### src/hw/rtl/slp_pkg.sv
// ----------------------------------------------------------------------------
// slp_pkg
// Shared types and constants for the standardized linear projection core.
// ----------------------------------------------------------------------------
package slp_pkg;

    localparam int NUM_STATS_DEF = 64;
    localparam int NUM_COMB_DEF  = 8;
    localparam int MAX_OUT       = 8;

    // request codes on the input beat
    localparam logic [1:0] REQ_PARAM  = 2'd0;
    localparam logic [1:0] REQ_WEIGHT = 2'd1;
    localparam logic [1:0] REQ_SAMPLE = 2'd2;

    // divider: |(x - mean) * 2^16| needs 49 bits
    localparam int DIV_BITS = 49;

    localparam logic [3:0] NUM_COMB_RST = 4'd8;

    typedef struct packed {
        logic [1:0]         req_type;
        logic [5:0]         stat_index;
        logic [2:0]         comb_index;
        logic               stat_used;
        logic signed [31:0] mean_value;
        logic signed [31:0] sd_value;
        logic signed [31:0] weight_value;
        logic signed [31:0] sample_value;
        logic               last_stat;
    } in_item_t;

    typedef struct packed {
        logic [2:0]         out_comb_index;
        logic signed [47:0] comb_value;
        logic               last_comb;
        logic               sd_zero_error;
    } out_item_t;

    // command handed from front to back
    typedef struct packed {
        logic [1:0]         op;
        logic [5:0]         stat_index;
        logic [2:0]         comb_index;
        logic               stat_used;
        logic               in_range;
        logic               last_stat;
        logic signed [31:0] data;
        logic signed [31:0] sd;
    } cmd_t;

endpackage

### src/hw/rtl/slp_front.sv
// ----------------------------------------------------------------------------
// slp_front
// Classify input beats: range-check, drop no-op requests, build commands.
// ----------------------------------------------------------------------------
module slp_front
    import slp_pkg::*;
#(
    parameter int NUM_STATS = NUM_STATS_DEF,
    parameter int NUM_COMB  = NUM_COMB_DEF
) (
    input  in_item_t item,
    input  logic     push,
    input  logic     cmd_full,
    output logic     cmd_push,
    output cmd_t     cmd
);

    logic stat_ok, comb_ok, keep;

    assign stat_ok = (32'(item.stat_index) < 32'(NUM_STATS));
    assign comb_ok = (32'(item.comb_index) < 32'(NUM_COMB));

    always_comb
    begin
        unique case (item.req_type)
            REQ_PARAM:  keep = stat_ok;
            REQ_WEIGHT: keep = stat_ok && comb_ok;
            REQ_SAMPLE: keep = 1'b1;
            default:    keep = 1'b0;
        endcase
    end

    always_comb
    begin
        cmd.op         = item.req_type;
        cmd.stat_index = item.stat_index;
        cmd.comb_index = item.comb_index;
        cmd.stat_used  = item.stat_used;
        cmd.in_range   = stat_ok;
        cmd.last_stat  = item.last_stat;
        cmd.sd         = item.sd_value;
        unique case (item.req_type)
            REQ_PARAM:  cmd.data = item.mean_value;
            REQ_WEIGHT: cmd.data = item.weight_value;
            default:    cmd.data = item.sample_value;
        endcase
    end

    // drop loads that fall outside the tables and unknown requests
    assign cmd_push = push && !cmd_full && keep;

endmodule

### config.mk
export PLATFORM = sky130hd
export DESIGN_NAME = slp_front
export DESIGN_NICKNAME = d
export VERILOG_FILES = /design/src/hw/rtl/slp_pkg.sv /design/src/hw/rtl/slp_front.sv
export SDC_FILE = /design/constraint.sdc
export NUM_CORES = 1
export LEC_CHECK = 0
export ABC_CLOCK_PERIOD_IN_PS = 800
export BUFFER_PORTS_ARGS = -buffer_cell sky130_fd_sc_hd__buf_2
export CORE_AREA = 2 2 87 89
export DETAILED_ROUTE_END_ITERATION = 16
export DIE_AREA = 0 0 89 91
export GPL_ROUTABILITY_DRIVEN = 0
export PLACE_DENSITY = 0.6
export SETUP_SLACK_MARGIN = 0.2
export SLEW_MARGIN = 20
export SYNTH_ARGS = -nofsm -noshare
export SYNTH_HDL_FRONTEND = slang
export SYNTH_SLANG_ARGS = --single-unit
export TNS_END_PERCENT = 50
### constraint.sdc
create_clock -name vclk -period 0.8
set_input_delay 0.12 -clock vclk [all_inputs]
set_output_delay 0.12 -clock vclk [all_outputs]
set_load 0.01 [all_outputs]
==> impl_metrics.py, run 1 <==
metrics = {
    "clock_tree": {
        "postCtsSetupRepairBufs": 0,
        "cts_hold_buf": 0,
    },
    "power": {
        "power.total_w": 0.0008911,
        "vdd_drop_max_v": 0.0001757,
        "p_leak_nw": 0.9286,
        "p_per_area_mw_per_mm2": 551.7,
    },
    "worst_setup_path": {
        "critPathKind": "in2out",
        "start_kind": "primary input",
        "critPathArrivalTime_ns": 0.84,
        "worstPathRequired_ns": 0.68,
        "critPathCaptureType": "output port",
        "critPathMaxFanout": 8,
    },
    "sta": {
        "finalHoldViolations": 0,
        "postLayoutSetupSlackWorst_ns": -0.1570,
        "finalCritPeriodShare_pct": 119.6,
        "finalSetupViolCount": 33,
        "finalMaxSlewViolations": 0,
        "grt_setup_unrepaired": "yes",
        "clock.fmax_mhz": 1045,
        "fin_crit_ns": 0.9570,
        "fin_hold_ws_ns": 0.2400,
    },
    "placed_design": {
        "dp_hpwl_mm": 3.339,
        "dp_cells": 337,
        "place_area_mm2": 0.001500,
        "port_buffers": 135,
    },
    "floorplanning": {
        "start_util_pct": 14.94,
        "die_h_um": 91,
        "design.core.area_mm2": 0.007137,
        "die_width_um": 89,
        "fp-row-count": 31,
        "die_area_mm2": 0.008099,
        "ios": 222,
    },
    "worst_hold_path": {
        "hp-class": "in2out",
    },
    "layout": {
        "nClkBuffers": 0,
        "n_antenna_cell": 0,
        "seqCellArea_um2": 0,
        "num-fill-cells": 836,
        "final_nets": 386,
        "multi_input_area_um2": 636.9,
        "area_growth_pct": 51.53,
        "instances_no_fill": 340,
        "seq_cell_count": 0,
        "final_area_mm2": 0.001615,
        "drive_above_1_share_pct": 60.58,
    },
    "grt": {
        "grt_pass1_vias": 1194,
        "gr-total-overflow": 0,
        "track_usage_pct": 8.268,
        "grt_max_degree": 42,
        "antenna_found_initial": 0,
        "grt_pass1_wl_mm": 5.382,
    },
    "route": {
        "vias": 1314,
        "initialDrtViolationCount": 19,
        "drc": 0,
        "wl_per_cell_um": 12.06,
        "firstDrtPassIters": 4,
        "post_drt_via_cell_ratio": 3.865,
        "routed_wl_mm": 4.099,
        "antenna_left": 0,
    },
    "synth": {
        "syn_nets": 299,
        "syn_inst": 156,
        "synth_top_area_cell": "buf_4",
        "syn_area_mm2": 0.001066,
        "yosysWarnings": 0,
        "synth_cell_type_count": 12,
        "synth.avg_cell_area_um2": 6.833,
        "yosysTopAreaCellShare_pct": 32.39,
        "yosys-top-cells-area": "buf_4 (32%), mux2i_1 (30%), o21ai_1 (14%), nand2_1 (11%), buf_12 (5.6%)",
        "yosysSeqAreaShare_pct": 0,
    },
    "run_status": {
        "status": "finished with violations",
        "violations": "negative setup slack",
    },
    "run": {
        "cap_violations": 0,
    },
}
## power by group
group	internal (W)	total, W	switching [W]
sequential	0	0	0
clock	0	0	0
combinational	0.000493	0.000891	0.000398
total	0.000493	0.000891	0.000398
## final timing paths
| kind | depth (start not counted) | start | to | slack, ns |
|---|---|---|---|---|
| setup / recovery | 5 | item[139] | cmd[53] | -0.16 |
| hold / removal | 0 | item[69] | cmd[4] | 0.24 |
## logic make-up (layout without fill, tap and decap cells)
logic type | count (synthesis) | after routing | share of synthesized area [%]
compound gates | 33 | 33 | 15.73
buf+inv | 58 | 143 | 42.61
mux | 32 | 32 | 30.05
other cells | 1 | 1 | 0.3518
simple gates | 32 | 32 | 11.27
## cells in the mapped netlist
cell type / number
o21ai_0: 3
mux2i_1: 32
clkbuf_1: 1
o21ai_1: 29
nand2_1: 32
a211oi_1: 1
buf_4: 46
conb_1: 1
buf_6: 1
buf_12: 3
inv_1: 1
buf_2: 6
## metal layers
metal	track usage [%]	vias to the layer above	wire (µm)
met4	2.363	0	129
met1	7.244	550	1266
met2	17.66	104	2184
li1	-	648	-
met3	1.636	12	519
met5	0	-	0
## layout make-up
class	instances	share of cell area, %
inverter	1	0.2324
multi-input combinational	98	39.43
tap	99	7.668
timing repair buffer	142	52.67
## repair_timing
action	CTS	global route
cloned	2	1
endpoints found under the setup margin	35	35
gates resized for setup	10	3
pin swaps	0	1
## worst max-delay path, cell delays in order
cell	delay, ns
buf_12	0.13
buf_12	0.14
mux2i_4	0.18
o21ai_1	0.12
buf_2	0.14
## metrics by stage
stage,util (%),setup WS (ns),TNS [ns]
after CTS,22.18,-0.1665,-3.531
after global placement,21.02,-0.2496,-5.291
final,22.63,-0.1570,-3.240
after floorplan,-,-0.006568,-0.1884
after global routing,22.63,-0.1979,-4.990
after detailed placement,21.02,-0.2486,-5.783
## layout by cell type, fill, tap and decap left out
| cell | n |
|---|---|
| mux2i_4 | 1 |
| nand2_1 | 32 |
| mux2i_2 | 2 |
| o21ai_1 | 32 |
| buf_16 | 2 |
| mux2i_1 | 29 |
| a211oi_2 | 1 |
| buf_2 | 134 |
| inv_1 | 1 |
| buf_12 | 5 |
| clkbuf_16 | 1 |
| conb_1 | 1 |
No activity file was read; power rests on OpenSTA's default activity.
==> run 2: changes to the inputs <==
--- a/config.mk
+++ b/config.mk
@@ -7,11 +7,12 @@
 export LEC_CHECK = 0
 export ABC_CLOCK_PERIOD_IN_PS = 800
 export BUFFER_PORTS_ARGS = -buffer_cell sky130_fd_sc_hd__buf_2
+export CAP_MARGIN = 20
 export CORE_AREA = 2 2 87 89
 export DETAILED_ROUTE_END_ITERATION = 16
 export DIE_AREA = 0 0 89 91
 export GPL_ROUTABILITY_DRIVEN = 0
-export PLACE_DENSITY = 0.6
+export PLACE_DENSITY = 0.56
 export SETUP_SLACK_MARGIN = 0.2
 export SLEW_MARGIN = 20
 export SYNTH_ARGS = -nofsm -noshare
==> run 2 against run 1 <==
Compared with the run above: the run still ends with negative setup slack left; combinational power shrank 0.7%; die area unchanged; first-iteration DRC count fell by 37%; maximum frequency increased by 3.5%; via count about the same; global-route usage fell by 0.33 points; largest cell class unchanged.
==> impl_metrics.py, run 2 (synthesis results as in run 1) <==
metrics = {
    "worst_hold_path": {
        "hold_depth": 0,
        "hp-class": "in2out",
    },
    "grt": {
        "grt_pass1_vias": 1089,
        "track_usage_pct": 7.939,
        "grt_max_degree": 43,
        "antenna_found_initial": 0,
        "grt_pass1_wl_mm": 5.154,
        "gr-total-overflow": 0,
    },
    "sta": {
        "fin_crit_ns": 0.9248,
        "finalHoldViolations": 0,
        "clock.fmax_mhz": 1081,
        "finalMaxSlewViolations": 0,
        "finalCritPeriodShare_pct": 115.6,
        "finalSetupViolCount": 33,
        "grt_setup_unrepaired": "yes",
        "postLayoutSetupSlackWorst_ns": -0.1248,
    },
    "floorplanning": {
        "fp-row-count": 31,
        "die_area_mm2": 0.008099,
        "start_util_pct": 14.94,
        "ios": 222,
        "die_width_um": 89,
        "design.core.area_mm2": 0.007137,
        "die_h_um": 91,
    },
    "route": {
        "routed_wl_mm": 3.935,
        "wl_per_cell_um": 11.57,
        "drc": 0,
        "initialDrtViolationCount": 12,
        "antenna_left": 0,
        "firstDrtPassIters": 4,
        "post_drt_via_cell_ratio": 3.868,
        "vias": 1315,
    },
    "power": {
        "p_per_area_mw_per_mm2": 550.1,
        "p_leak_nw": 0.9345,
        "vdd_drop_max_v": 0.0002139,
    },
    "run_status": {
        "violations": "negative setup slack",
        "status": "finished with violations",
    },
    "run": {
        "cap_violations": 0,
    },
    "worst_setup_path": {
        "cp_cell_sequence": "buf_16, buf_12, mux2i_1, o21ai_1, buf_2",
        "critPathArrivalTime_ns": 0.80,
        "worstPathRequired_ns": 0.68,
        "cp_num_cells": 5,
        "critical-path-slowest-cell": "buf_12",
        "start_kind": "primary input",
        "critPathCaptureType": "output port",
        "path_delay_family": "buffers and inverters",
        "crit_start": "item[139]",
        "critPathKind": "in2out",
        "crit_path_max_incr_delay_ns": 0.15,
        "endpoint": "cmd[60]",
        "crit_buf_inv": 3,
        "critPathMaxFanout": 8,
    },
    "placed_design": {
        "dp_hpwl_mm": 3.100,
        "place_area_mm2": 0.001500,
        "place_ws_ns": -0.2324,
        "port_buffers": 135,
    },
    "layout": {
        "final_area_mm2": 0.001609,
        "final_nets": 386,
        "seq_cell_count": 0,
        "final_common_cell": "buf_2",
        "layout_common_cells": "buf_2 (134), nand2_1 (32), o21ai_1 (32)",
        "area_growth_pct": 50.94,
        "n_antenna_cell": 0,
        "seqCellArea_um2": 0,
        "nClkBuffers": 0,
        "drive_above_1_share_pct": 59.75,
    },
}
## run 2: cell count changes in the layout (fill, tap and decap cells not counted), sizes merged
cell / previous run / this run
buf: 141 / 142
clkbuf: 1 / 0
## run 2: where the power goes
| group | internal (W) | switching (W) | total, W |
|---|---|---|---|
| clock network | 0 | 0 | 0 |
| logic | 0.000492 | 0.000393 | 0.000885 |
| registers | 0 | 0 | 0 |
| total | 0.000492 | 0.000393 | 0.000885 |
## run 2: worst min-delay path by stage
stage	start	end	slack (ns)
2_1_floorplan	cmd_full	cmd_push	0.27
3_3_place_gp	item[65]	cmd[0]	0.24
3_5_place_dp	item[65]	cmd[0]	0.24
4_1_cts	item[65]	cmd[0]	0.24
5_1_grt	item[86]	cmd[21]	0.24
6_report	item[78]	cmd[13]	0.24
## run 2: stage by stage
stage | hold WS, ns | TNS [ns] | total power [W] | instances | util (%)
4_1_cts | 0.2401 | -3.745 | 0.0008918 | 340 | 22.39
6_report | 0.2400 | -3.226 | 0.0008852 | 340 | 22.55
2_1_floorplan | 0.2677 | -0.1884 | 0.0006441 | 156 | -
3_3_place_gp | 0.2401 | -5.561 | 0.0008028 | 337 | 21.02
3_5_place_dp | 0.2401 | -6.280 | 0.0008182 | 337 | 21.02
5_1_grt | 0.2400 | -5.125 | 0.0009833 | 340 | 22.55
## run 2: cell type report
| class | count | area, µm² |
|---|---|---|
| tap | 99 | 123.9 |
| inverter | 1 | 3.754 |
| multi-input combinational | 98 | 620.6 |
| fill | 830 | 5528 |
| timing repair buffer | 142 | 860.8 |
## run 2: repair_timing
action	4_1_cts	5_1_grt
hold buffers	0	0
gates resized for setup	8	4
cloned	3	0
setup buffers	0	0
pin swaps	0	1
endpoints found under the setup margin	34	34
## run 2: layer usage
| layer | vias to the layer above | wire [µm] | global-route usage, % |
|---|---|---|---|
| met4 | 0 | 74 | 1.493 |
| met3 | 12 | 557 | 1.636 |
| met1 | 538 | 1297 | 7.893 |
| met2 | 116 | 2005 | 16.23 |
| met5 | - | 0 | 0 |
| li1 | 649 | - | - |
==> run 3: changes to the inputs <==
--- a/config.mk
+++ b/config.mk
@@ -8,12 +8,13 @@
 export ABC_CLOCK_PERIOD_IN_PS = 800
 export BUFFER_PORTS_ARGS = -buffer_cell sky130_fd_sc_hd__buf_2
 export CAP_MARGIN = 20
-export CORE_AREA = 2 2 87 89
+export CELL_PAD_IN_SITES_DETAIL_PLACEMENT = 0
+export CELL_PAD_IN_SITES_GLOBAL_PLACEMENT = 1
+export CORE_UTILIZATION = 13
 export DETAILED_ROUTE_END_ITERATION = 16
-export DIE_AREA = 0 0 89 91
 export GPL_ROUTABILITY_DRIVEN = 0
-export PLACE_DENSITY = 0.56
-export SETUP_SLACK_MARGIN = 0.2
+export PLACE_DENSITY = 0.83
+export SETUP_SLACK_MARGIN = 0.02
 export SLEW_MARGIN = 20
 export SYNTH_ARGS = -nofsm -noshare
 export SYNTH_HDL_FRONTEND = slang
==> run 3 against run 2 <==
Compared with the run above: the run still ends with negative setup slack left; hold slack unchanged; utilization down 1.7 points; sequential share of layout area unchanged; first-iteration DRC count unchanged; worst setup slack better by 0.0017 ns; combinational power up 1%; total power up 1.4%; count of clock-buffer cells in the layout unchanged.
==> impl_metrics.py, run 3 (synthesis results as in run 1) <==
metrics = {
    "floorplanning": {
        "ios": 222,
        "die_area_mm2": 0.008566,
        "fp-row-count": 32,
        "design.core.area_mm2": 0.007848,
        "start_util_pct": 13.58,
        "die_h_um": 92.56,
        "die_width_um": 92.56,
    },
    "layout": {
        "num-fill-cells": 907,
        "area_growth_pct": 53.64,
        "nClkBuffers": 0,
        "final_common_cell": "buf_2",
        "final_nets": 388,
        "drive_above_1_share_pct": 60.08,
        "seqCellArea_um2": 0,
        "seq_cell_count": 0,
        "n_antenna_cell": 0,
        "layout_common_cells": "buf_2 (133), nand2_1 (32), o21ai_1 (32)",
    },
    "grt": {
        "grt_pass1_vias": 1131,
        "grt_max_degree": 42,
        "grt_pass1_wl_mm": 4.816,
        "gr-total-overflow": 0,
        "antenna_found_initial": 0,
        "track_usage_pct": 6.860,
    },
    "sta": {
        "finalHoldViolations": 0,
        "finalCritPeriodShare_pct": 115.4,
        "postLayoutSetupSlackWorst_ns": -0.1231,
        "clock.fmax_mhz": 1083,
        "finalSetupViolCount": 33,
        "tns_ns": -3.247,
        "finalMaxSlewViolations": 0,
        "fin_crit_ns": 0.9231,
        "grt_setup_unrepaired": "yes",
    },
    "placed_design": {
        "port_buffers": 135,
        "dp_hpwl_mm": 2.829,
        "place_ws_ns": -0.2092,
    },
    "route": {
        "routed_wl_mm": 3.684,
        "drc": 0,
        "firstDrtPassIters": 2,
        "antenna_left": 0,
        "post_drt_via_cell_ratio": 3.896,
        "vias": 1344,
        "wl_per_cell_um": 10.68,
        "initialDrtViolationCount": 12,
    },
    "worst_setup_path": {
        "critPathKind": "in2out",
        "start_kind": "primary input",
        "critPathMaxFanout": 6,
        "critPathArrivalTime_ns": 0.80,
        "worstPathRequired_ns": 0.68,
        "critPathCaptureType": "output port",
    },
    "power": {
        "vdd_drop_max_v": 0.0001800,
        "sequentialPowerShare_pct": 0,
        "power.total_w": 0.0008980,
        "p_leak_nw": 0.9489,
        "pwr-share-clk_pct": 0,
        "power.internal_w": 0.0005009,
        "power.switching_w": 0.0003970,
        "p_per_area_mw_per_mm2": 548.3,
        "combPwrFrac_pct": 100.0,
        "swShare_pct": 44.21,
    },
    "run": {
        "cap_violations": 0,
    },
    "clock_tree": {
        "cts_hold_buf": 0,
    },
    "worst_hold_path": {
        "hp-class": "in2out",
    },
    "run_status": {
        "status": "finished with violations",
        "violations": "negative setup slack",
    },
}
## run 3: repair_timing
item | 4_1_cts | 5_1_grt
gates resized for setup | 9 | 2
setup endpoints to repair | 33 | 33
pin swaps | 0 | 0
gates cloned | 2 | 2
setup buffers | 0 | 1
## run 3: cell type report
| cell class | count | area [µm²] | area share, % |
|---|---|---|---|
| Timing Repair Buffer | 144 | 885.9 | 54.09 |
| Tap cell | 102 | 127.6 | 7.792 |
| Inverter | 1 | 3.754 | 0.2292 |
| Multi-Input combinational cell | 98 | 620.6 | 37.89 |
## run 3: path summary, 6_finish.rpt
path,start,endpoint,slack [ns],cells after the start
min,item[95],cmd[30],0.24,0
max,item[139],cmd[37],-0.12,5
## run 3: worst max-delay path, stage by stage
cell     delay [ns]
buf_12         0.13
buf_12         0.13
mux2i_2        0.20
o21ai_1        0.08
buf_2          0.14
## run 3: stage by stage
stage | utilization (%) | hold WS, ns | std cells | cell area (µm²)
after floorplan | - | 0.2677 | 156 | 1080
after global placement | 19.16 | 0.2401 | 340 | 1504
after detailed placement | 19.16 | 0.2401 | 340 | 1504
after CTS | 20.06 | 0.2401 | 342 | 1574
after global routing | 20.87 | 0.2400 | 345 | 1638
final | 20.87 | 0.2400 | 345 | 1638
## run 3: power groups by stage
| stage | registers (W) | clock network [W] | logic (W) |
|---|---|---|---|
| finish | 0 | 0 | 0.000898 |
| detailed placement | 0 | 0 | 0.000819 |
| floorplan | 0 | 0 | 0.000644 |
| global route | 0 | 0 | 0.000982 |
| CTS | 0 | 0 | 0.000878 |
| global placement | 0 | 0 | 0.000803 |
## run 3: layer usage
metal / part of all wire, % / up-vias / track usage, %
li1: - / 654 / -
met5: 0 / - / 0
met3: 11 / 20 / 1.067
met4: 3.1 / 0 / 2.734
met2: 54 / 92 / 15.25
met1: 31 / 578 / 5.735
