==> config.mk <==
export PLATFORM = sky130hd
export DESIGN_NAME = slp_fifo
export DESIGN_NICKNAME = d
export VERILOG_FILES = /design/src/hw/rtl/slp_fifo.sv
export SDC_FILE = /design/constraint.sdc
export NUM_CORES = 1
export LEC_CHECK = 0
export BUFFER_PORTS_ARGS = -buffer_cell sky130_fd_sc_hd__buf_2
export CAP_MARGIN = 5
export CORE_MARGIN = 5
export CORE_UTILIZATION = 46
export CTS_CLUSTER_SIZE = 30
export DETAILED_ROUTE_END_ITERATION = 10
export MAX_ROUTING_LAYER = met4
export PLACE_DENSITY = 0.7
export SLEW_MARGIN = 5
export SYNTH_ARGS = -nofsm -noshare
export SYNTH_HDL_FRONTEND = slang
export SYNTH_SLANG_ARGS = --single-unit
==> constraint.sdc <==
create_clock -name clk -period 1.9 [get_ports clk]
set_clock_uncertainty 0.2 [all_clocks]
set_input_delay 0.19 -clock clk [delete_from_list [all_inputs] [get_ports clk]]
set_output_delay 0.19 -clock clk [all_outputs]
set_load 0.01 [all_outputs]
==> src/hw/rtl/slp_fifo.sv <==
// ----------------------------------------------------------------------------
// slp_fifo
// Small register FIFO with full/empty flags.
// ----------------------------------------------------------------------------
module slp_fifo #(
    parameter int WIDTH = 8,
    parameter int DEPTH = 2
) (
    input  logic             clk,
    input  logic             rst_n,
    input  logic             push,
    input  logic [WIDTH-1:0] wdata,
    output logic             full,
    input  logic             pop,
    output logic [WIDTH-1:0] rdata,
    output logic             empty
);

    localparam int PW = (DEPTH > 1) ? $clog2(DEPTH) : 1;
    localparam int CW = $clog2(DEPTH + 1);

    logic [WIDTH-1:0] mem_reg [DEPTH];
    logic [PW-1:0]    wptr_reg, rptr_reg;
    logic [CW-1:0]    cnt_reg;
    logic             do_push, do_pop;

    assign full    = (cnt_reg == CW'(DEPTH));
    assign empty   = (cnt_reg == '0);
    assign do_push = push && !full;
    assign do_pop  = pop && !empty;
    assign rdata   = mem_reg[rptr_reg];

    always_ff @(posedge clk)
    begin
        if (do_push)
        begin
            mem_reg[wptr_reg] <= wdata;
        end
    end

    always_ff @(posedge clk or negedge rst_n)
    begin
        if (!rst_n)
        begin
            wptr_reg <= '0;
            rptr_reg <= '0;
            cnt_reg  <= '0;
        end
        else
        begin
            if (do_push)
            begin
                wptr_reg <= (wptr_reg == PW'(DEPTH - 1)) ? '0 : wptr_reg + 1'b1;
            end
            if (do_pop)
            begin
                rptr_reg <= (rptr_reg == PW'(DEPTH - 1)) ? '0 : rptr_reg + 1'b1;
            end
            if (do_push && !do_pop)
            begin
                cnt_reg <= cnt_reg + 1'b1;
            end
            else if (do_pop && !do_push)
            begin
                cnt_reg <= cnt_reg - 1'b1;
            end
        end
    end

endmodule

==> results of run 1 <==
==> area by class of cell <==
class | instances | area share (%)
clock buffer | 4 | 2.518
inverter | 2 | 0.7194
multi-input combinational | 21 | 18.11
sequential | 20 | 55.64
tap | 16 | 1.918
timing repair buffer | 33 | 21.10
==> per-stage QoR <==
stage / worst slack [ps] / hold WS, ps / power (mW) / utilization, % / cell area [sq um]
6_report: 98.87 / 26.08 / 1.402 / 66.93 / 1044
5_1_grt: 0.5338 / 6.803 / 1.509 / 66.93 / 1044
4_1_cts: 65.33 / 3.685 / 1.424 / 66.93 / 1044
3_5_place_dp: 212.2 / -200.4 / 1.200 / 58.83 / 917.1
3_3_place_gp: 265.9 / -196.5 / 1.182 / 58.83 / 917.1
2_1_floorplan: 307.9 / -305.6 / 1.014 / - / 782.0
==> synthesized netlist by cell type <==
cell,count,share of area [%]
ha_1,1,1.6
nand2b_1,1,0.80
o21ai_1,1,0.64
nand2_2,1,0.80
inv_1,2,0.96
xnor2_1,2,2.2
nor2_1,3,1.4
dfrtp_1,4,13
xor2_1,2,2.2
mux2_2,2,2.9
xnor2_2,1,2.1
mux2_1,6,8.6
buf_2,1,0.64
and3_1,1,0.80
edfxtp_1,16,61
==> power breakdown <==
part	switching [mW]	internal, mW	total [mW]	leakage [nW]
registers	0.0950	0.612	0.707	0.195
logic	0.233	0.256	0.489	0.231
clock network	0.124	0.0817	0.206	0.0150
total	0.452	0.950	1.40	0.441
==> path summary, 6_finish.rpt <==
path	startpoint	to	cells after the start
setup / recovery	rptr_reg	rdata[7]	2
max in group asynchronous	rst_n	wptr_reg	2
setup reg to reg	cnt_reg[0]	cnt_reg[1]	7
hold / removal	rst_n	rptr_reg	2
hold reg to reg	wptr_reg	wptr_reg	1
min in group clk	pop	rptr_reg	3
==> layer usage <==
layer / vias to the layer above / part of all wire (%)
met5: - / 0
met4: 0 / 1.1
met3: 2 / 2.4
met2: 7 / 57
met1: 225 / 40
li1: 229 / -
==> worst register-to-register path: cells and delay by family, from the launching register on <==
family	cells	cell delay [ps]
xor gates and xnor gates	2	300
adders and majority gates	1	180
buffers and inverters	1	50
DFF	1	450
and+or+nand+nor	3	460
==> logic make-up (layout without fill, tap and decap cells) <==
group / count (synthesis) / in the layout / synth area share, %
buffers and inverters: 3 / 39 / 1.600
flip-flops: 20 / 20 / 74.24
XOR/XNOR: 5 / 5 / 6.561
AO/OA/AOI/OAI: 1 / 1 / 0.6394
multiplexers: 8 / 8 / 11.52
adder cells (fa/ha/maj): 1 / 1 / 1.600
AND/OR/NAND/NOR: 6 / 6 / 3.841
==> summary.txt, run 1 <==
CTS
  • H-tree depth: 1
  • CTS max path bufs: 2
  • Root Driver: clkbuf_4
  • CTS Sinks: 20
  • Total CTS buffers: 3
  • CTS tree: yes
  • Clk pin slew, worst setup/hold paths: 100 ps
  • Post-CTS Setup Inserts: 0
  • Clk Latency, worst-skew pair: 290 ps
  • CTS Hold Bufs: 10
  • CTS resizes: 0

Critical path
  • Delay-heaviest family, CP: flip-flops
  • Setup slack, reg-to-reg: 200 ps
  • Slowest CP cell: dfrtp_1
  • CP startpoint kind: register
  • Kind of critical path: reg2out
  • CP Capture Type: primary output
  • CP peak stage delay: 580 ps
  • WP buf/inv: 1
  • CP Cell Sequence: mux2_2 > buf_2
  • Req. time, crit path: 1510 ps
  • Crit Path Max Fanout: 9
  • Crit path DAT: 1410 ps

Detailed routing
  • Routed vias/inst: 4.823
  • 1st-iter DRT viols: 5
  • Via count: 463
  • Drt pass-1 iters: 2
  • DRC violations left: 0
  • Wire per inst: 14.47 um
  • Post-Route WL: 1389 um
  • Final ANT Viol Nets: 0

Global routing
  • Initial antenna violation count: 0
  • GR Util All Layers: 13.74%
  • Wire length of the first global-routing pass: 2415 um
  • Vias in the first global route: 535
  • Gr ovfl total: 0
  • Largest net degree at the start of global routing: 12
  • Gr busiest metal: met2
  • GRT met3 Usage: 2.907%
  • GRT met1 Usage: 13.69%
  • Met2 usage: 23.39%

Placed design
  • Post-DP HPWL: 951.3 um
  • Cells after DPL: 82
  • Port buffer count: 21
  • GP Congestion: 0.6720

Final layout
  • Cell Count, Final, Fillers Out: 96
  • Share of cells above drive strength 1: 37.50%
  • Final #Nets: 94
  • Area delta synth->final: 33.44%
  • Diode count: 0
  • FF/Latch Area: 580.6 sq um
  • Commonest non-fill, non-tap cell in the layout: buf_2
  • Area of the multi-input gates: 188.9 sq um
  • Fillers: 126
  • Largest register FFs: 16
  • Most frequent cells in the layout: buf_2 (21), edfxtp_1 (16), dlygate4sd3_1 (10)

STA
  • Max-slew violation count: 0
  • Fin crit period: 1801 ps
  • RSZ-0062 raised after global routing: no
  • Sum Neg Setup Slack: 0 ps
  • Hold Violations, Final: 0
  • Max_slew headroom: 74.52%
  • Max Clock Freq: 555.2 MHz
  • Worst slew pin tran: 382.2 ps
  • Final worst path period share: 94.80%
  • Final setup violation count: 0

Floorplanning
  • I/O pin total: 22
  • Die X: 51.23 um
  • Initial Utilization: 50.16%
  • Core area: 1559 sq um
  • Die height: 51.23 um
  • Die area: 2625 sq um
  • # rows: 14

Logic synthesis
  • Syn nets: 57
  • Cell Area, Synth: 782.0 sq um
  • Post-Syn Instances: 44
  • Sequential share of the synthesized area: 74.24%
  • Syn. warnings: 0
  • Seq cells post-synth: 20
  • Distinct cells, synth: 15
  • Syn_area_per_cell: 17.77 sq um

Run
  • Max Cap Violations: 0

Hold path
  • Hold crit path type: in2async

Pwr
  • PwrDens: 1343 nW/um^2
  • Largest vdd supply drop: 1.089 mV
  • Lkg Pwr: 0.4414 nW

Run status
  • Status: finished clean
Note: power is estimated with default switching activity, not from simulation.
==> inputs of run 2 (changes only) <==
- CELL_PAD_IN_SITES_DETAIL_PLACEMENT: unset -> 1
- CELL_PAD_IN_SITES_GLOBAL_PLACEMENT: unset -> 1
- CORE_ASPECT_RATIO: unset -> 0.7
- CORE_UTILIZATION: 46 -> 40
- PLACE_DENSITY: 0.7 -> 0.73
==> run 2 against run 1 <==
Against the previous run:
- die area is 13% higher
- via count is 4.3% higher
- global-route usage is 1.8 points lower
- register-to-register slack better by 20 ps
- power decreased by 1.2%
- utilization is 10 points lower
- first-iteration DRC count shrank 20%
- worst setup slack improved by 110 ps
- combinational power shrank 1%
- clock-buffer cell count fell by 1
- hold slack better by 3.2 ps
- critical path type unchanged
- highest routed layer unchanged
==> summary.txt, run 2 (synthesized netlist as in run 1, its figures left out) <==
Critical path
  • Setup slack, reg-to-reg: 220 ps (+20 ps)
  • CP startpoint kind: register
  • Req. time, crit path: 1510 ps (about the same)
  • Reg-to-Reg End: cnt_reg[1]
  • Crit path capture: rdata[7]
  • Crit Path Max Fanout: 9 (unchanged)
  • Reg-to-Reg Start: cnt_reg[0]
  • Worst Setup SP: rptr_reg
  • Kind of critical path: reg2out
  • CP Capture Type: primary output
  • Reg2reg path depth: 7 (unchanged)
  • Crit path DAT: 1300 ps (-110 ps)

Floorplanning
  • Die area: 2953 sq um (+13%)
  • Core area: 1854 sq um (+19%)
  • Die height: 47.00 um (-8.3%)
  • # rows: 13 (-1)
  • Initial Utilization: 42.17% (-8.0 points)
  • Die X: 62.85 um (+23%)
  • I/O pin total: 22 (unchanged)

STA
  • Final setup violation count: 0 (unchanged)
  • Worst slew pin tran: 388.4 ps (+6.223 ps)
  • Hold Violations, Final: 0 (unchanged)
  • Fin crit period: 1690 ps (-111.1 ps)
  • Worst Hold Margin: 29.25 ps (+3.176 ps)
  • Sum Neg Setup Slack: 0 ps (unchanged)
  • Final worst path period share: 88.95% (-5.8 points)
  • Max_slew headroom: 74.11% (-0.41 points)
  • RSZ-0062 raised after global routing: no
  • Max-slew violation count: 0 (unchanged)
  • Max Clock Freq: 591.7 MHz (+6.6%)

Global routing
  • GR Util All Layers: 11.93% (-1.8 points)
  • Met2 usage: 20.87% (-2.5 points)
  • Wire length of the first global-routing pass: 2428 um (+0.54%)
  • GRT met3 Usage: 4.545% (+1.6 points)
  • Largest net degree at the start of global routing: 11 (-1)
  • Gr ovfl total: 0 (unchanged)
  • Gr busiest metal: met2
  • Initial antenna violation count: 0 (unchanged)
  • GRT met1 Usage: 11.14% (-2.5 points)
  • Vias in the first global route: 540 (+0.93%)

CTS
  • Root Driver: clkbuf_4
  • CTS Sinks: 20 (unchanged)
  • CTS max path bufs: 2 (unchanged)
  • CTS tree: yes
  • Total CTS buffers: 3 (unchanged)
  • H-tree depth: 1 (unchanged)
  • Clk Latency, worst-skew pair: 290 ps (about the same)
  • Post-CTS Setup Inserts: 0 (unchanged)
  • Clk pin slew, worst setup/hold paths: 100 ps (about the same)

Detailed routing
  • Final ANT Viol Nets: 0 (unchanged)
  • 1st-iter DRT viols: 4 (-1)
  • Post-Route WL: 1399 um (+0.72%)
  • DRC violations left: 0 (unchanged)
  • Drt pass-1 iters: 2 (unchanged)
  • Routed vias/inst: 4.782 (-0.84%)
  • Wire per inst: 13.85 um (-4.3%)
  • Via count: 483 (+4.3%)

Final layout
  • Commonest non-fill, non-tap cell in the layout: buf_2
  • Largest register FFs: 16 (unchanged)
  • Area delta synth->final: 34.08%
  • Share of cells above drive strength 1: 39.24% (+1.7 points)
  • Final #Nets: 94 (unchanged)
  • Diode count: 0 (unchanged)
  • Most frequent cells in the layout: buf_2 (21), edfxtp_1 (16), dlygate4sd3_1 (10)

Run status
  • Status: finished clean

Run
  • Max Cap Violations: 0 (unchanged)

Pwr
  • PwrDens: 1321 nW/um^2 (-1.7%)
  • Lkg Pwr: 0.4392 nW (-0.49%)
  • Largest vdd supply drop: 0.7368 mV (-32%)

Hold path
  • Hold crit path type: in2reg
  • Hold path depth: 3

Placed design
  • Port buffer count: 21 (unchanged)
  • Post-DP HPWL: 962.6 um (+1.2%)
  • GP Congestion: 0.7511 (+12%)
## run 2: cell count changes in the layout (fill, tap and decap cells not counted)
| cell | previous run | this run |
|---|---|---|
| dfrtp_2 | 0 | 1 |
| dfrtp_1 | 4 | 3 |
| clkbuf_1 | 1 | 0 |
## run 2: worst min-delay path by stage
| stage | slack [ps] | endpoint | startpoint |
|---|---|---|---|
| final | 30 | rptr_reg | pop |
| after global routing | 20 | cnt_reg[0] | rst_n |
| after CTS | 20 | cnt_reg[0] | rst_n |
| after detailed placement | -200 | cnt_reg[1] | rst_n |
| after global placement | -200 | cnt_reg[1] | rst_n |
| after floorplan | -310 | cnt_reg[0] | rst_n |
## run 2: where the power goes
| part | internal [mW] | switching (mW) | total (mW) |
|---|---|---|---|
| Sequential | 0.615 | 0.102 | 0.717 |
| Combinational | 0.256 | 0.226 | 0.482 |
| Clock | 0.0737 | 0.112 | 0.186 |
| Total | 0.944 | 0.441 | 1.39 |
## run 2: layout make-up
cell class | count | area [sq um]
clock buffers | 3 | 22.52
multi-input cells | 21 | 188.9
flip-flops and latches | 20 | 581.8
well taps | 22 | 27.53
fillers | 183 | 805.8
inverters | 2 | 7.507
repair buffers | 33 | 220.2
## run 2: repair_timing
| action | in CTS | in global routing |
|---|---|---|
| resized for setup | 0 | 1 |
| hold buffers | 10 | 0 |
| endpoints found under the hold margin | 21 | 0 |
| setup endpoints to repair | 0 | 1 |
## run 2: layer usage
metal	up-vias	routed length (um)
li1	233	-
met1	231	546
met3	4	84
met5	-	0
met2	15	727
met4	0	41
## run 2: critical path, stage by stage (launching register included)
cell,delay [ps]
dfrtp_2,510
mux2_2,360
buf_2,140
## run 2: per-stage QoR
stage	util, %	worst slack (ps)	std cells	instance area, sq um	total power [mW]
after floorplan	-	307.9	44	782.0	1.014
after global placement	49.86	277.1	88	924.6	1.182
after detailed placement	49.86	222.5	88	924.6	1.202
after CTS	56.48	54.74	101	1047	1.405
after global routing	56.55	82.23	101	1049	1.488
final	56.55	210.0	101	1049	1.385
==> inputs of run 3 (changes only) <==
- CORE_ASPECT_RATIO: 0.7 -> unset
- CORE_UTILIZATION: 40 -> 43
- PLACE_DENSITY: 0.73 -> 0.78
- clock period: 1.9 -> 2 ns (I/O delays scaled with it)
==> run 3 against run 2 <==
Against the previous run:
- sequential power fell by 5.7%
- highest routed layer is now met3
- clock power grew 16%
- clock-buffer cell count is 1 higher
- power fell by 2.5%
- utilization increased by 5.1 points
- register-to-register slack improved by 120 ps
- non-clock buffer count did not move
==> summary.txt, run 3 (synthesized netlist as in run 1, its figures left out) <==
Hold path
  • Hold crit path type: in2async

Final layout
  • Final #Nets: 94 (unchanged)
  • Share of cells above drive strength 1: 38.75% (-0.49 points)
  • Most frequent cells in the layout: buf_2 (21), edfxtp_1 (16), dlygate4sd3_1 (10)
  • Commonest non-fill, non-tap cell in the layout: buf_2
  • Fillers: 173 (-5.5%)
  • Largest register FFs: 16 (unchanged)
  • Final instance area: 1065 sq um (+1.6%)
  • Area delta synth->final: 36.16%
  • Diode count: 0 (unchanged)

STA
  • RSZ-0062 raised after global routing: no
  • Final setup violation count: 0 (unchanged)
  • Max-slew violation count: 0 (unchanged)
  • Sum Neg Setup Slack: 0 ps (unchanged)
  • Fin crit period: 1789 ps
  • Worst Hold Margin: 41.63 ps (+12.38 ps)
  • Max Clock Freq: 559.1 MHz
  • Max_slew headroom: 74.14% (about the same)
  • Hold Violations, Final: 0 (unchanged)
  • Final worst path period share: 89.43%
  • Worst slew pin tran: 387.9 ps (-0.5187 ps)
  • Final WS setup: 211.4 ps (+1.478 ps)

Critical path
  • Reg-to-Reg Start: cnt_reg[0]
  • Slowest CP cell: dfrtp_1
  • CP Capture Type: primary output
  • Delay-heaviest family, CP: flip-flops
  • CP startpoint kind: register
  • Worst Setup SP: rptr_reg
  • Crit Path Max Fanout: 9 (unchanged)
  • WP buf/inv: 1 (unchanged)
  • Kind of critical path: reg2out
  • Crit path DAT: 1390 ps (+90 ps)
  • CP peak stage delay: 590 ps (+80 ps)
  • CP Cell Sequence: mux2_2 > buf_2
  • Req. time, crit path: 1600 ps (+90 ps)

Placed design
  • Port buffer count: 21 (unchanged)
  • Post-DP HPWL: 1001 um (+4.0%)
  • GP Congestion: 0.6690 (-11%)
  • Placed cell area: 928.4 sq um (+0.41%)
  • Pre-CTS WS: 327.3 ps (+104.8 ps)

Global routing
  • GR Util All Layers: 11.60% (-0.33 points)
  • Wire length of the first global-routing pass: 2318 um (-4.5%)
  • Vias in the first global route: 527 (-2.4%)
  • Gr ovfl total: 0 (unchanged)
  • Initial antenna violation count: 0 (unchanged)
  • Largest net degree at the start of global routing: 12 (+1)

Pwr
  • Largest vdd supply drop: 0.7746 mV (+5.1%)
  • Lkg Pwr: 0.4474 nW (+1.9%)
  • PwrDens: 1269 nW/um^2 (-3.9%)

Floorplanning
  • Die X: 52.65 um (-16%)
  • Die height: 52.65 um (+12%)
  • I/O pin total: 22 (unchanged)
  • Initial Utilization: 45.29% (+3.1 points)
  • # rows: 15 (+2)
  • Die area: 2772 sq um (-6.2%)
  • Core area: 1727 sq um (-6.9%)

CTS
  • Clk pin slew, worst setup/hold paths: 100 ps (about the same)
  • H-tree depth: 1 (unchanged)
  • CTS tree: yes
  • Post-CTS Setup Inserts: 0 (unchanged)
  • CTS max path bufs: 2 (unchanged)
  • CTS Hold Bufs: 10 (unchanged)
  • Root Driver: clkbuf_4
  • CTS resizes: 0 (unchanged)
  • CTS Sinks: 20 (unchanged)
  • Total CTS buffers: 3 (unchanged)
  • Clk Latency, worst-skew pair: 280 ps (about the same)

Detailed routing
  • Via count: 487 (+0.83%)
  • Post-Route WL: 1350 um (-3.5%)
  • Routed vias/inst: 4.638 (-3.0%)
  • 1st-iter DRT viols: 2 (-2)
  • Drt pass-1 iters: 2 (unchanged)
  • DRC violations left: 0 (unchanged)
  • Wire per inst: 12.86 um (-7.2%)
  • Final ANT Viol Nets: 0 (unchanged)

Run status
  • Status: finished clean

Run
  • Max Cap Violations: 0 (unchanged)
-- run 3: cell types whose count changed in the layout (fill, tap and decap cells not counted) --
cell / delta
clkbuf_8: +1
dfrtp_1: +1
dfrtp_2: -1
-- run 3: worst paths after layout --
| path | to | slack [ps] | depth (start not counted) |
|---|---|---|---|
| max | rdata[7] | 210 | 2 |
| min | cnt_reg[0] | 40 | 2 |
| max reg2reg | cnt_reg[1] | 340 | 7 |
| min reg2reg | cnt_reg[1] | 350 | 1 |
| max in group asynchronous | rptr_reg | 1440 | 2 |
| min in group clk | rptr_reg | 40 | 3 |
-- run 3: power by group --
group / internal [mW] / switching (mW)
registers: 0.581 / 0.0949
logic: 0.243 / 0.215
clock network: 0.111 / 0.106
total: 0.935 / 0.416
-- run 3: area by class of cell --
type	instances	area [sq um]	share of cell area (%)
sequential	20	580.6	54.52
clock buffer	4	36.28	3.408
timing repair buffer	33	220.2	20.68
multi-input combinational	21	188.9	17.74
inverter	2	7.507	0.7051
tap	25	31.28	2.938
-- run 3: metal layers --
metal	routed length (um)	track usage, %	vias to the layer above
li1	-	-	229
met1	588	14.18	243
met2	685	20.25	15
met3	76	2.564	0
met4	0	1.277	0
met5	0	-	-
-- run 3: stage by stage --
stage / utilization [%] / power (mW) / cells
after floorplan: - / 0.9631 / 44
after global placement: 53.77 / 1.119 / 91
after detailed placement: 53.77 / 1.142 / 91
after CTS: 61.67 / 1.379 / 105
after global routing: 61.67 / 1.458 / 105
final: 61.67 / 1.351 / 105
